[src/tss_pkg.sv]
// shared types and constants of the tridiagonal system solver
// no dependencies
`default_nettype none
package tss_pkg;
   localparam int DATA_W = 32;
   localparam int ROW_INDEX_W = 6;
   localparam int CSR_W = 7;
   localparam logic [CSR_W-1:0] N_ROWS_RESET = 7'd64;

   typedef logic signed [DATA_W-1:0] data_type;
   typedef logic [ROW_INDEX_W-1:0] row_index_type;

   localparam data_type DATA_MAX = 32'sh7fffffff;
   localparam data_type DATA_MIN = 32'sh80000000;
endpackage
`default_nettype wire

[src/tss_multiplier.sv]
// two-stage q16.16 multiplier with round half away from zero and saturation
// depends on tss_pkg
`default_nettype none
module tss_multiplier (
   input  wire               clock,
   input  wire               reset,
   input  wire               start,
   input  tss_pkg::data_type op_a,
   input  tss_pkg::data_type op_b,
   output logic              done,
   output tss_pkg::data_type product
);
   import tss_pkg::*;

   logic               stage1_ff, done_ff;
   logic signed [63:0] prod_ff;
   data_type           result_ff, result_in;
   logic [63:0]        mag;
   logic [47:0]        rounded;

   always_comb begin
      mag = prod_ff[63] ? (64'd0 - prod_ff) : prod_ff;
      rounded = 48'((mag + 64'h8000) >> 16);
      if (prod_ff[63]) begin
         if (rounded > 48'h80000000) result_in = DATA_MIN;
         else result_in = data_type'(32'd0 - rounded[31:0]);
      end else begin
         if (rounded > 48'h7fffffff) result_in = DATA_MAX;
         else result_in = data_type'(rounded[31:0]);
      end
   end

   always_ff @(posedge clock) begin
      if (reset) begin
         stage1_ff <= 1'b0;
         done_ff <= 1'b0;
      end else begin
         stage1_ff <= start;
         done_ff <= stage1_ff;
      end
      prod_ff <= op_a * op_b;
      result_ff <= result_in;
   end

   assign done = done_ff;
   assign product = result_ff;
endmodule
`default_nettype wire

[config.mk]
export PLATFORM = sky130hd
export DESIGN_NAME = tss_multiplier
export DESIGN_NICKNAME = d
export VERILOG_FILES = /design/src/tss_pkg.sv /design/src/tss_multiplier.sv
export SDC_FILE = /design/constraint.sdc
export NUM_CORES = 2
export LEC_CHECK = 0
export ABC_CLOCK_PERIOD_IN_PS = 16800
export BUFFER_PORTS_ARGS = -buffer_cell sky130_fd_sc_hd__buf_2
export CELL_PAD_IN_SITES_DETAIL_PLACEMENT = 2
export CELL_PAD_IN_SITES_GLOBAL_PLACEMENT = 2
export CORE_UTILIZATION = 46
export DETAILED_ROUTE_END_ITERATION = 8
export PLACE_DENSITY = 0.95
export SLEW_MARGIN = 0
export SYNTH_ARGS = -nofsm -noshare
export SYNTH_HDL_FRONTEND = slang
export SYNTH_SLANG_ARGS = --single-unit
export TNS_END_PERCENT = 30
[constraint.sdc]
create_clock -name clock -period 16.8 [get_ports clock]
set_clock_uncertainty 0.05 [all_clocks]
set_input_delay 3.36 -clock clock [delete_from_list [all_inputs] [get_ports clock]]
set_output_delay 3.36 -clock clock [all_outputs]
set_load 0.02 [all_outputs]
== After elaboration in Yosys (flattened, before gate mapping) ==
Index checks and enable logic that the tools add are counted.
Word-level totals
  output and inout bits: 33
  bits in registers: 98
  word-level logic and storage cells: 14
Operators by class
  mux-type cells: 4
  multiply operators: 1
  $add $sub $neg: 3
  $lt $le $gt $ge: 2
Operators by type and width (number)
  32-bit 2-to-1 mux: 3
  64-bit by 16-bit adder with 64-bit output (second input constant): 1
  32-bit by 32-bit multiplier with 64-bit output: 1
  64-bit 2-to-1 mux: 1
  1-bit by 64-bit subtractor with 64-bit output (first input constant): 1
  48-bit by 31-bit > comparator with 1-bit output (second input constant): 1
  48-bit by 32-bit > comparator with 1-bit output (second input constant): 1
  1-bit by 32-bit subtractor with 32-bit output (first input constant): 1

== Longest topological paths before layout ==
  depth after elaboration: 6
  gate-level depth with buffers: 32

== Worst setup path after synthesis ==
Ideal clock, no wire load.
  path type: input to register
  from: input op_b[3]
  to: register prod_ff[62]
  path buffers: 1
  stages: 23
  data arrival time: 11071 ps
  slack: 5616 ps
  path through: clkbuf_1 and2_1 fa_1 fa_1 fa_1 fa_1 inv_1 fa_1 inv_1 fa_1 fa_1 fa_1 ha_1 nand3_1 nor2_1 and4_1 a21boi_0 nor2_1 o2111a_1 o31ai_1 nor3_1 or4b_2 nand3_1
On the way
  cells in the longest elaborated chain, start to end: 1
Ends and longest elaborated chain
  start: declaration: RTL line tss_multiplier.sv:9  | input tss_pkg::data_type op_b,
  32-bit by 32-bit multiplier with 64-bit output: RTL line tss_multiplier.sv:41  | prod_ff <= op_a * op_b;
  end signal: assignment: RTL line tss_multiplier.sv:41
  end: declaration: RTL line tss_multiplier.sv:16  | logic signed [63:0] prod_ff;
Every way passes these cells.
A chain may end at the register's enable or synchronous reset.

== Worst setup path in the final report ==
  from: input op_b[7]
  to: register prod_ff[62]
Same word-level chain as after synthesis.

==> results.cfg <==
[outcome]
status = complete, no violations

[synth]
synth_cell_types = 90
yosysTopAreaCell = fa_1
async_reset_ff_frac = 0
netlist_top_cells_area = fa_1 (51%), inv_1 (9.1%), and2_1 (7.2%)
yosysWarnings = 0
synth.top_cells.by_count = fa_1 (1082), inv_1 (1042), nand2_1 (600)
avgSynthCellArea_um2 = 9.05
synthCells = 4723
ys_seq_area_frac = 0.0459
yosysMostFrequentCell = fa_1
syn_area_um2 = 42800
synth_flop_cell = dfxtp_1
synth-edff-count = 0
ys_ff_latch = 98
yosysTopAreaCellShare = 0.506
synth_nets = 6059

[global_routing]
antenna_found_initial = 41
overflow = 0
grt-busiest-layer = met2
grt_use_met3 = 0.263
grt_use_met1 = 0.498
grt.total_usage = 0.523
grt_pass1_wl_mm = 347
grt_pass1_vias = 46700
grt_use_met2 = 0.791
grt_max_degree = 70

[layout]
finalNetCount = 5933
multi_input_area_um2 = 35800
fillers = 9964
drive_above_1_share = 0.0417
area_delta_synth_final_pct = 3.51
seqCellArea_um2 = 1970

[route]
ant_nets = 0
wl_mm = 231
drtPass1Iterations = 9
wl_per_cell_um = 39.4
drc = 0
viasPerCell = 6.61
vias = 38800
first_iter_violations = 5115

[floorplanning]
die_y_um = 307
chipWidth_um = 307
ioPinCount = 100
initial_core_util = 0.465
die_area_um2 = 94200
core_area_um2 = 91900
fp-row-count = 111

[sta]
setup_violations = 0
setup_tns_ns = 0
slew_violations = 0
hold_viol = 0
tightest_slew_ns = 1.26
max_slew_margin = 0.154
fin_crit_ns = 15.05
timing.final.crit_share = 0.896
rsz0062_at_grt = false
fmax_mhz = 66.4

[setup_path]
cp_data_arrival_time_ns = 15.35
slowest_delay_ns = 1.21
reg2regPathDepth = 13
path_buf_inv = 4
cp-end-kind = flop
path_class = input port to flop
rrSetupSlack_ns = 9.49
crit_fanout = 32
path_delay_family = adder cells
slowest_stage = fa_1
crit_path_start_kind = input port
crit_top_cell = fa_1
worstPathRequired_ns = 17.10
r2r_end = product[12]$_DFF_P_
r2r-start = prod_ff[16]$_DFF_P_

[hold_path]
hp-class = flop to flop
hold_depth = 1
min_from = stage1_ff$_SDFF_PP0_
hold_path_end = done$_SDFF_PP0_

[clock_tree]
hold_buffers = 0
cts.clk_slew.worst_paths_ns = 0.10
clk_latency_ns = 0.41
cts_tree = built
clock_sinks = 98
numCtsBuffers = 9
cts_resized = 0
clockRootBuffer = clkbuf_16
h-tree-depth = 3
clockBufferDepth = 2
cts_setup_buffers = 0

[placed_design]
portBuffers = 99
hpwl_mm = 172
globalplace.congestion = 0.875

[run]
max-cap-violations = 0
worst max-delay path by stage:
| stage | to | slack [ns] | start | cells past startpoint |
|---|---|---|---|---|
| floorplan | prod_ff[62]$_DFF_P_ | 5.62 | op_b[3] | 23 |
| global placement | prod_ff[62]$_DFF_P_ | 4.46 | op_b[5] | 26 |
| detailed placement | prod_ff[48]$_DFF_P_ | 3.04 | op_b[2] | 24 |
| CTS | prod_ff[48]$_DFF_P_ | 3.37 | op_b[4] | 26 |
| global route | prod_ff[46]$_DFF_P_ | 1.44 | op_b[7] | 26 |
| finish | prod_ff[62]$_DFF_P_ | 1.75 | op_b[7] | 26 |
worst reg2reg max path, delay by kind of cell, from the launching register on:
family                 cells  cell delay [ns]
AND/OR/NAND/NOR            7             3.77
AO/OA/AOI/OAI              4             2.16
flip-flops                 1             0.49
XOR/XNOR                   1             0.45
buffers and inverters      1             0.23
layout make-up:
class,instances,share of cell area
Clock buffer,9,0.00509
Tap cell,1243,0.0351
Inverter,1043,0.0884
Sequential cell,98,0.0444
Clock inverter,7,0.00141
Antenna cell,19,0.00107
Multi-Input combinational cell,3321,0.809
Timing Repair Buffer,124,0.0154
through the flow:
step	std cells	area (um^2)	utilization	hold slack, ns	setup WS (ns)
floorplan	4723	42800	-	0.364	5.62
global placement	5827	43900	0.478	0.379	4.46
detailed placement	5827	43900	0.478	0.406	3.04
CTS	5843	44200	0.481	0.419	3.37
global route	5854	44200	0.481	0.434	1.44
finish	5864	44300	0.481	0.418	1.75
cell families (layout without fill, tap and decap cells):
group | Yosys count | in the layout | synth area share
muxes | 25 | 25 | 0.00609
adders and majority gates | 1269 | 1269 | 0.561
other | 0 | 19 | 0
AOI/OAI and AO/OA | 383 | 383 | 0.0623
DFF | 98 | 98 | 0.0459
xor gates and xnor gates | 138 | 138 | 0.0283
and+or+nand+nor | 1506 | 1506 | 0.180
buffers and inverters | 1304 | 1183 | 0.117
sequential cells by signal, indices dropped and copies added, names as in the netlist:
signal / flops
prod_ff: 64
done: 1
stage1_ff: 1
product: 32
layout by cell type (no fill, tap or decap), types with 27 or more instances in the layout:
cell and instances:
fa_1 1082, inv_1 1041, nand2_1 600, and2_1 495
ha_1 187, nor2_1 121, buf_2 99, dfxtp_1 97
xnor2_1 90, a21oi_1 70, o21ai_0 59, nand3_1 50
xor2_1 48, nor3_1 45, o31ai_1 27
metal layers:
layer / vias up / routed length, um
met1: 19600 / 67400
met3: 1984 / 27000
met2: 3263 / 104000
li1: 13800 / -
met5: - / 1240
met4: 60 / 31000
Power is not shown: default switching activity piles up to over one toggle a cycle in this logic, so the estimate is an artifact.
