===== config.mk =====
export PLATFORM = sky130hd
export DESIGN_NAME = tss_divider
export DESIGN_NICKNAME = d
export VERILOG_FILES = /design/src/tss_pkg.sv /design/src/tss_divider.sv
export SDC_FILE = /design/constraint.sdc
export NUM_CORES = 1
export LEC_CHECK = 0
export BUFFER_PORTS_ARGS = -buffer_cell sky130_fd_sc_hd__buf_4
export CORE_UTILIZATION = 55
export CTS_CLUSTER_SIZE = 14
export DETAILED_ROUTE_END_ITERATION = 12
export HOLD_SLACK_MARGIN = 0.1
export PLACE_DENSITY = 0.85
export SLEW_MARGIN = 15
export SYNTH_ARGS = -nofsm -noshare
export SYNTH_HDL_FRONTEND = slang
export SYNTH_SLANG_ARGS = --single-unit

===== constraint.sdc =====
create_clock -name clock -period 12.32 [get_ports clock]
set_clock_uncertainty 0.1 [all_clocks]
set_input_delay 0.616 -clock clock [delete_from_list [all_inputs] [get_ports clock]]
set_output_delay 0.616 -clock clock [all_outputs]
set_load 0.02 [all_outputs]

===== src/tss_pkg.sv =====
// shared types and constants of the tridiagonal system solver
// no dependencies
`default_nettype none
package tss_pkg;
   localparam int DATA_W = 32;
   localparam int ROW_INDEX_W = 6;
   localparam int CSR_W = 7;
   localparam logic [CSR_W-1:0] N_ROWS_RESET = 7'd64;

   typedef logic signed [DATA_W-1:0] data_type;
   typedef logic [ROW_INDEX_W-1:0] row_index_type;

   localparam data_type DATA_MAX = 32'sh7fffffff;
   localparam data_type DATA_MIN = 32'sh80000000;
endpackage
`default_nettype wire


===== src/tss_divider.sv =====
// iterative q16.16 divider, one quotient bit per cycle, rounded and saturated
// depends on tss_pkg
`default_nettype none
module tss_divider (
   input  wire               clock,
   input  wire               reset,
   input  wire               start,
   input  tss_pkg::data_type num,
   input  tss_pkg::data_type den,
   output logic              done,
   output tss_pkg::data_type quotient
);
   import tss_pkg::*;

   localparam int QUO_W = 48;
   localparam int CNT_W = 6;

   logic              busy_ff, busy_in;
   logic              done_ff, done_in;
   logic [CNT_W-1:0]  cnt_ff, cnt_in;
   logic [QUO_W-1:0]  quo_ff, quo_in;
   logic [31:0]       rem_ff, rem_in;
   logic [31:0]       den_mag_ff, den_mag_in;
   logic              neg_ff, neg_in;
   data_type          result_ff, result_in;

   logic [32:0]       num_ext, den_ext, num_abs, den_abs;
   logic [32:0]       rem_sh, rem_diff;
   logic [QUO_W-1:0]  quo_clamp;

   always_comb begin
      num_ext = {num[DATA_W-1], num};
      den_ext = {den[DATA_W-1], den};
      num_abs = num[DATA_W-1] ? (33'd0 - num_ext) : num_ext;
      den_abs = den[DATA_W-1] ? (33'd0 - den_ext) : den_ext;
      rem_sh = {rem_ff, quo_ff[QUO_W-1]};
      rem_diff = rem_sh - {1'b0, den_mag_ff};
      quo_clamp = (quo_ff > 48'h80000000) ? 48'h80000000 : quo_ff;

      busy_in = busy_ff;
      done_in = 1'b0;
      cnt_in = cnt_ff;
      quo_in = quo_ff;
      rem_in = rem_ff;
      den_mag_in = den_mag_ff;
      neg_in = neg_ff;
      result_in = result_ff;
      priority if (start) begin
         if (den == '0) begin
            done_in = 1'b1;
            priority if (num == '0) result_in = '0;
            else if (num[DATA_W-1]) result_in = DATA_MIN;
            else result_in = DATA_MAX;
         end else begin
            busy_in = 1'b1;
            cnt_in = CNT_W'(QUO_W);
            neg_in = num[DATA_W-1] ^ den[DATA_W-1];
            den_mag_in = den_abs[31:0];
            rem_in = '0;
            quo_in = {num_abs[31:0], 16'd0} + QUO_W'(den_abs[31:1]);
         end
      end else if (busy_ff && cnt_ff != '0) begin
         cnt_in = cnt_ff - 1'b1;
         if (!rem_diff[32]) begin
            rem_in = rem_diff[31:0];
            quo_in = {quo_ff[QUO_W-2:0], 1'b1};
         end else begin
            rem_in = rem_sh[31:0];
            quo_in = {quo_ff[QUO_W-2:0], 1'b0};
         end
      end else if (busy_ff) begin
         busy_in = 1'b0;
         done_in = 1'b1;
         if (neg_ff) result_in = data_type'(32'd0 - quo_clamp[31:0]);
         else if (quo_clamp[31]) result_in = DATA_MAX;
         else result_in = data_type'(quo_clamp[31:0]);
      end
   end

   always_ff @(posedge clock) begin
      if (reset) begin
         busy_ff <= 1'b0;
         done_ff <= 1'b0;
      end else begin
         busy_ff <= busy_in;
         done_ff <= done_in;
      end
      cnt_ff <= cnt_in;
      quo_ff <= quo_in;
      rem_ff <= rem_in;
      den_mag_ff <= den_mag_in;
      neg_ff <= neg_in;
      result_ff <= result_in;
   end

   assign done = done_ff;
   assign quotient = result_ff;
endmodule
`default_nettype wire


[Word-level counts from Yosys, hierarchy flattened]
Cells that the tools add are included.
Operators by class
  multiplexer cells: 29
  reductions and logical operators: 10
  magnitude comparators: 1
  equal/unequal tests: 3
  bitwise logic cells: 2
  add/subtract/negate cells: 6
Operators with widths (number)
  2-to-1 mux 32 bit: 14
  2-to-1 mux 48 bit: 3
  subtractor 1 x 32 -> 32 bit, first input constant: 3
  logical NOT 32 bit: 2
  adder 48 x 31 -> 48 bit: 1
  greater-than comparator 48 x 32 -> 1 bit, second input constant: 1
  subtractor 33 x 32 -> 33 bit: 1
  2-to-1 mux 31 bit: 1
  2-to-1 mux 6 bit: 3
  2-to-1 mux 1 bit: 8
  AND reduction 2 bit: 3
  nonzero test 6 bit: 1
  subtractor 6 x 1 -> 6 bit, second input constant: 1
  inequality test 2 bit, second input constant: 2
  nonzero test 2 bit: 2
  AND reduction 3 bit: 1
  inequality test 2 x 1 -> 1 bit, second input constant: 1
  logical AND 1 bit: 1
  inverter 1 bit: 1
  bitwise XOR 1 bit: 1
Storage, ports and cells
  input port bits: 67
  output and inout port bits: 33
  flip-flop bits (word level): 153
  logic and storage cells: 59

[Longest topological paths before layout]
  depth in word-level cells: 7
  gate-level depth with buffers: 19
  depth with buffers taken out: 19

[Least setup slack after synthesis]
OpenSTA, ideal clock, no wires.
  path type: in2reg
  from: input port start
  to: register cnt_ff[0] (enable)
  path buffers: 1
  setup time: 0.649 ns
  required time: 11.571 ns
  slack: 4.643 ns
  stages: 4
  arrival: 6.927 ns
  cells stage by stage: buf_6 clkinv_1 nand2_1 o21ai_0
On the way
  word-level cells in the longest chain between the ends: 2
  elaborated cells between the ends (all ways): 3
  classes of those cells: eq/ne: 1; reduce/logical: 2
Ends and longest elaborated chain
  from (decl): RTL line tss_divider.sv:7  | input wire start,
  inequality test 2 bit (no line) / nonzero test 2 bit (equally long branches)
  AND reduction 2 bit (no line) *
  to (signal assigned): RTL line tss_divider.sv:88  | cnt_ff <= cnt_in;
  to (decl): RTL line tss_divider.sv:20  | logic [CNT_W-1:0] cnt_ff, cnt_in;
Every way passes the cells marked *; elsewhere a longest branch is shown, timed or not.
A chain may end at the register's enable or synchronous reset.

[Worst setup path in the final report]
  from: input port den[3]
  to: register quo_ff[39] (data pin)
On the way
  word-level cells in the longest chain between the ends: 5
Ends and longest elaborated chain
  from (decl): RTL line tss_divider.sv:9  | input tss_pkg::data_type den,
  subtractor 1 x 32 -> 32 bit: RTL line tss_divider.sv:35  | den_abs = den[DATA_W-1] ? (33'd0 - den_ext) : den_ext;
  2-to-1 mux 32 bit: RTL line tss_divider.sv:35
  via den_abs[21]: RTL line tss_divider.sv:27  | logic [32:0] num_ext, den_ext, num_abs, den_abs;
  adder 48 x 31 -> 48 bit: RTL line tss_divider.sv:60  | quo_in = {num_abs[31:0], 16'd0} + QUO_W'(den_abs[31:1]);
  2-to-1 mux 48 bit: RTL line tss_divider.sv:49  | if (den == '0) begin
  2-to-1 mux 48 bit: RTL line tss_divider.sv:48  | priority if (start) begin
  via quo_in[39]: RTL line tss_divider.sv:21  | logic [QUO_W-1:0] quo_ff, quo_in;
  to (signal assigned): RTL line tss_divider.sv:89  | quo_ff <= quo_in;
  to (decl): RTL line tss_divider.sv:21
The timed path passes the listed nets, and every way through them passes these cells. The select of a mux whose other input is x is not followed.

==> results_dict.tcl <==
set metrics [dict create \
    outcome "completed" \
    cts.repair.resized 0 \
    htreeDepth 4 \
    syn_area_per_cell_sq_um 9.48 \
    fmax_mhz 180 \
    peakVddDrop_v 0.000126 \
    layout_min_cycle_time_ns 5.57 \
    ant_nets 0 \
    syn_area_sq_um 11300 \
    tns_ns 0 \
    die-height_microns 145 \
    vias 9412 \
    cts.hold.buffers_added 0 \
    clk_path_buf_depth 2 \
    fin_util 0.643 \
    critical_path_required_ns 12.40 \
    layout-drive-gt1-share 0.158 \
    ys_seq_area_frac 0.406 \
    cts_setup_buffers 0 \
    ys_top_cells_by_count "151 x edfxtp_1, 139 x nor2_1, 107 x nand2_1, 83 x xnor2_1, 77 x o21ai_0" \
    grt_antenna_before_repair 0 \
    die_area_sq_um 21100 \
    die_w_microns 145 \
    yosysTopAreaCell "edfxtp_1" \
    power_density_nw_per_um2 173 \
    cts_tree "yes" \
    crit_arrival_ns 5.65 \
    yosysMostFrequentCell "edfxtp_1" \
    maxCapViolCount 0 \
    areaGrowthSynthToFinish_pct 12.9 \
    clockRootBuffer "clkbuf_16" \
    clock_sinks 153 \
    wl_per_cell_microns 17.6 \
    p_leak_nw 4.90 \
    crit_path_end_kind "flip-flop" \
    seq_power_share 0.352 \
    drc 0 \
    dp_hpwl_mm 19.7 \
    path_class "input port to flip-flop" \
    finalCritPeriodShare 0.452 \
    power.internal_mw 1.37 \
    postRouteWirelength_mm 27.0 \
    crit_path_start_kind "input port" \
    initial_core_util 0.570 \
    ys_ff_latch 153 \
    gr-total-overflow 0 \
    drt_iter0_markers 764 \
    place_ws_ns 6.47 \
    grt_max_degree 92 \
    rrSetupSlack_ns 7.68 \
    finalNetCount 1379 \
    fp-row-count 51 \
    core_region_area_sq_um 19800 \
    max_slew_margin 0.280 \
    path_max_fanout 8 \
    dp.cells 1504 \
    finalSetupViolCount 0 \
    hold_viol_final 0 \
    io_buffers 99 \
    pwr-share-comb 0.436 \
    synth_ff_type "edfxtp_1" \
    power_switching_mw 0.825 \
    finalNonFillerCells 1537 \
    ys.warnings.count 0 \
    place.gp.congestion 0.907 \
    maxSlewViolCount 0 \
    tightest_slew_ns 1.08 \
    synth_fp_nets 1308 \
    setup_ws_ns 6.75 \
    grt_pass1_wl_mm 43.5 \
    hold_path.class "input port to flip-flop" \
    clkLatencyLatePin_ns 0.43 \
    clk_pin_slew_ns 0.06 \
    track_usage 0.258 \
    async_flop_share 0 \
    ioPinCount 100 \
    synthCells 1188 \
    diodes 0 \
    ys_top_cells_by_area "edfxtp_1 40%, xnor2_1 6.5%, ha_1 5.7%" \
    rsz0062_at_grt "no" \
    synth_cell_types 85 \
    grt_pass1_vias 8763 \
    yosys.area.top_type_share 0.402 \
    clkPwrFrac 0.212 \
    synth_edf_count 151 \
    vias_per_cell 6.12 \
    switching_share 0.376 \
    cts_buffers 17 \
    drt_pass1_iterations 5 \
]
## layout by cell type (no fill, tap or decap), drive strengths merged, types with 20 or more instances in the layout
master  count
a21oi      66
buf       106
clkbuf     20
edfxtp    151
ha         51
inv        64
mux2       25
mux2i      29
nand2     107
nand3      20
nor2      139
nor3       22
o21ai      84
o31ai      36
or4        21
xnor2      83
xor2       36
## worst paths after layout
path | start | end | cells after the start
worst max-delay path | den[3] | quo_ff[39]$_DFFE_PP_ | 18
worst min-delay path | reset | busy_ff$_SDFFE_PP0P_ | 2
worst min register to register | busy_ff$_SDFFE_PP0P_ | busy_ff$_SDFFE_PP0P_ | 2
worst max register to register | quo_ff[47]$_DFFE_PP_ | rem_ff[16]$_SDFFCE_PP0P_ | 14
## logic make-up (layout without fill, tap and decap cells)
| group | after synthesis | after routing | share of synthesized area |
|---|---|---|---|
| adder cells (fa/ha/maj) | 54 | 54 | 0.0612 |
| multiplexers | 54 | 54 | 0.0507 |
| flip-flops | 153 | 153 | 0.406 |
| AND/OR/NAND/NOR | 404 | 404 | 0.175 |
| AO/OA/AOI/OAI | 286 | 286 | 0.171 |
| XOR/XNOR | 119 | 119 | 0.0932 |
| buffers and inverters | 118 | 202 | 0.0423 |
## metrics by stage
step	hold slack, ns	total power [mW]	cell area (sq um)
final	0.241	2.20	12700
after global routing	0.241	2.33	12700
after detailed placement	0.368	1.72	12200
after floorplan	0.348	1.51	11300
after CTS	0.231	2.19	12700
after global placement	0.361	1.68	12200
## routing by layer
layer	GRT usage	up-vias	share of wire
met5	0	-	0
li1	-	4507	-
met4	0.0889	0	0.023
met3	0.0481	48	0.066
met1	0.337	4440	0.43
met2	0.429	417	0.48
## flip-flops by register name, summed over array words and instances (netlist names)
register,cells
cnt_ff,6
done,1
busy_ff,1
quotient,32
neg_ff,1
quo_ff,48
den_mag_ff,32
rem_ff,32
## critical path: stages
cell and delay (ns):
buf_4 0.13, nor4_1 0.45, nand2_1 0.16, or3_2 0.57, or2_2 0.41, o41ai_1 0.32, xnor2_1 0.15, ha_1 0.38
nand3_1 0.13, o2111ai_1 0.21, o211ai_1 0.15, o21ai_0 0.33, maj3_2 0.31, a21oi_2 0.07, o31ai_2 0.62, nand4b_1 0.20
xor2_1 0.18, mux2_2 0.27
## power by group through the flow
stage / clock network (mW) / registers (mW) / logic (mW)
3_3_place_gp: 0 / 0.776 / 0.907
6_report: 0.466 / 0.772 / 0.959
4_1_cts: 0.471 / 0.770 / 0.947
5_1_grt: 0.490 / 0.782 / 1.06
2_1_floorplan: 0 / 0.755 / 0.753
3_5_place_dp: 0 / 0.779 / 0.937
## area by class of cell
cell class / instances / area (sq um)
clock buffer: 20 / 437
timing repair buffer: 106 / 816
multi-input combinational: 917 / 6250
inverter: 64 / 240
clock inverter: 12 / 77.6
tap: 265 / 332
fill: 1583 / 7060
sequential: 153 / 4570
Note: power is estimated with default switching activity, not from simulation.
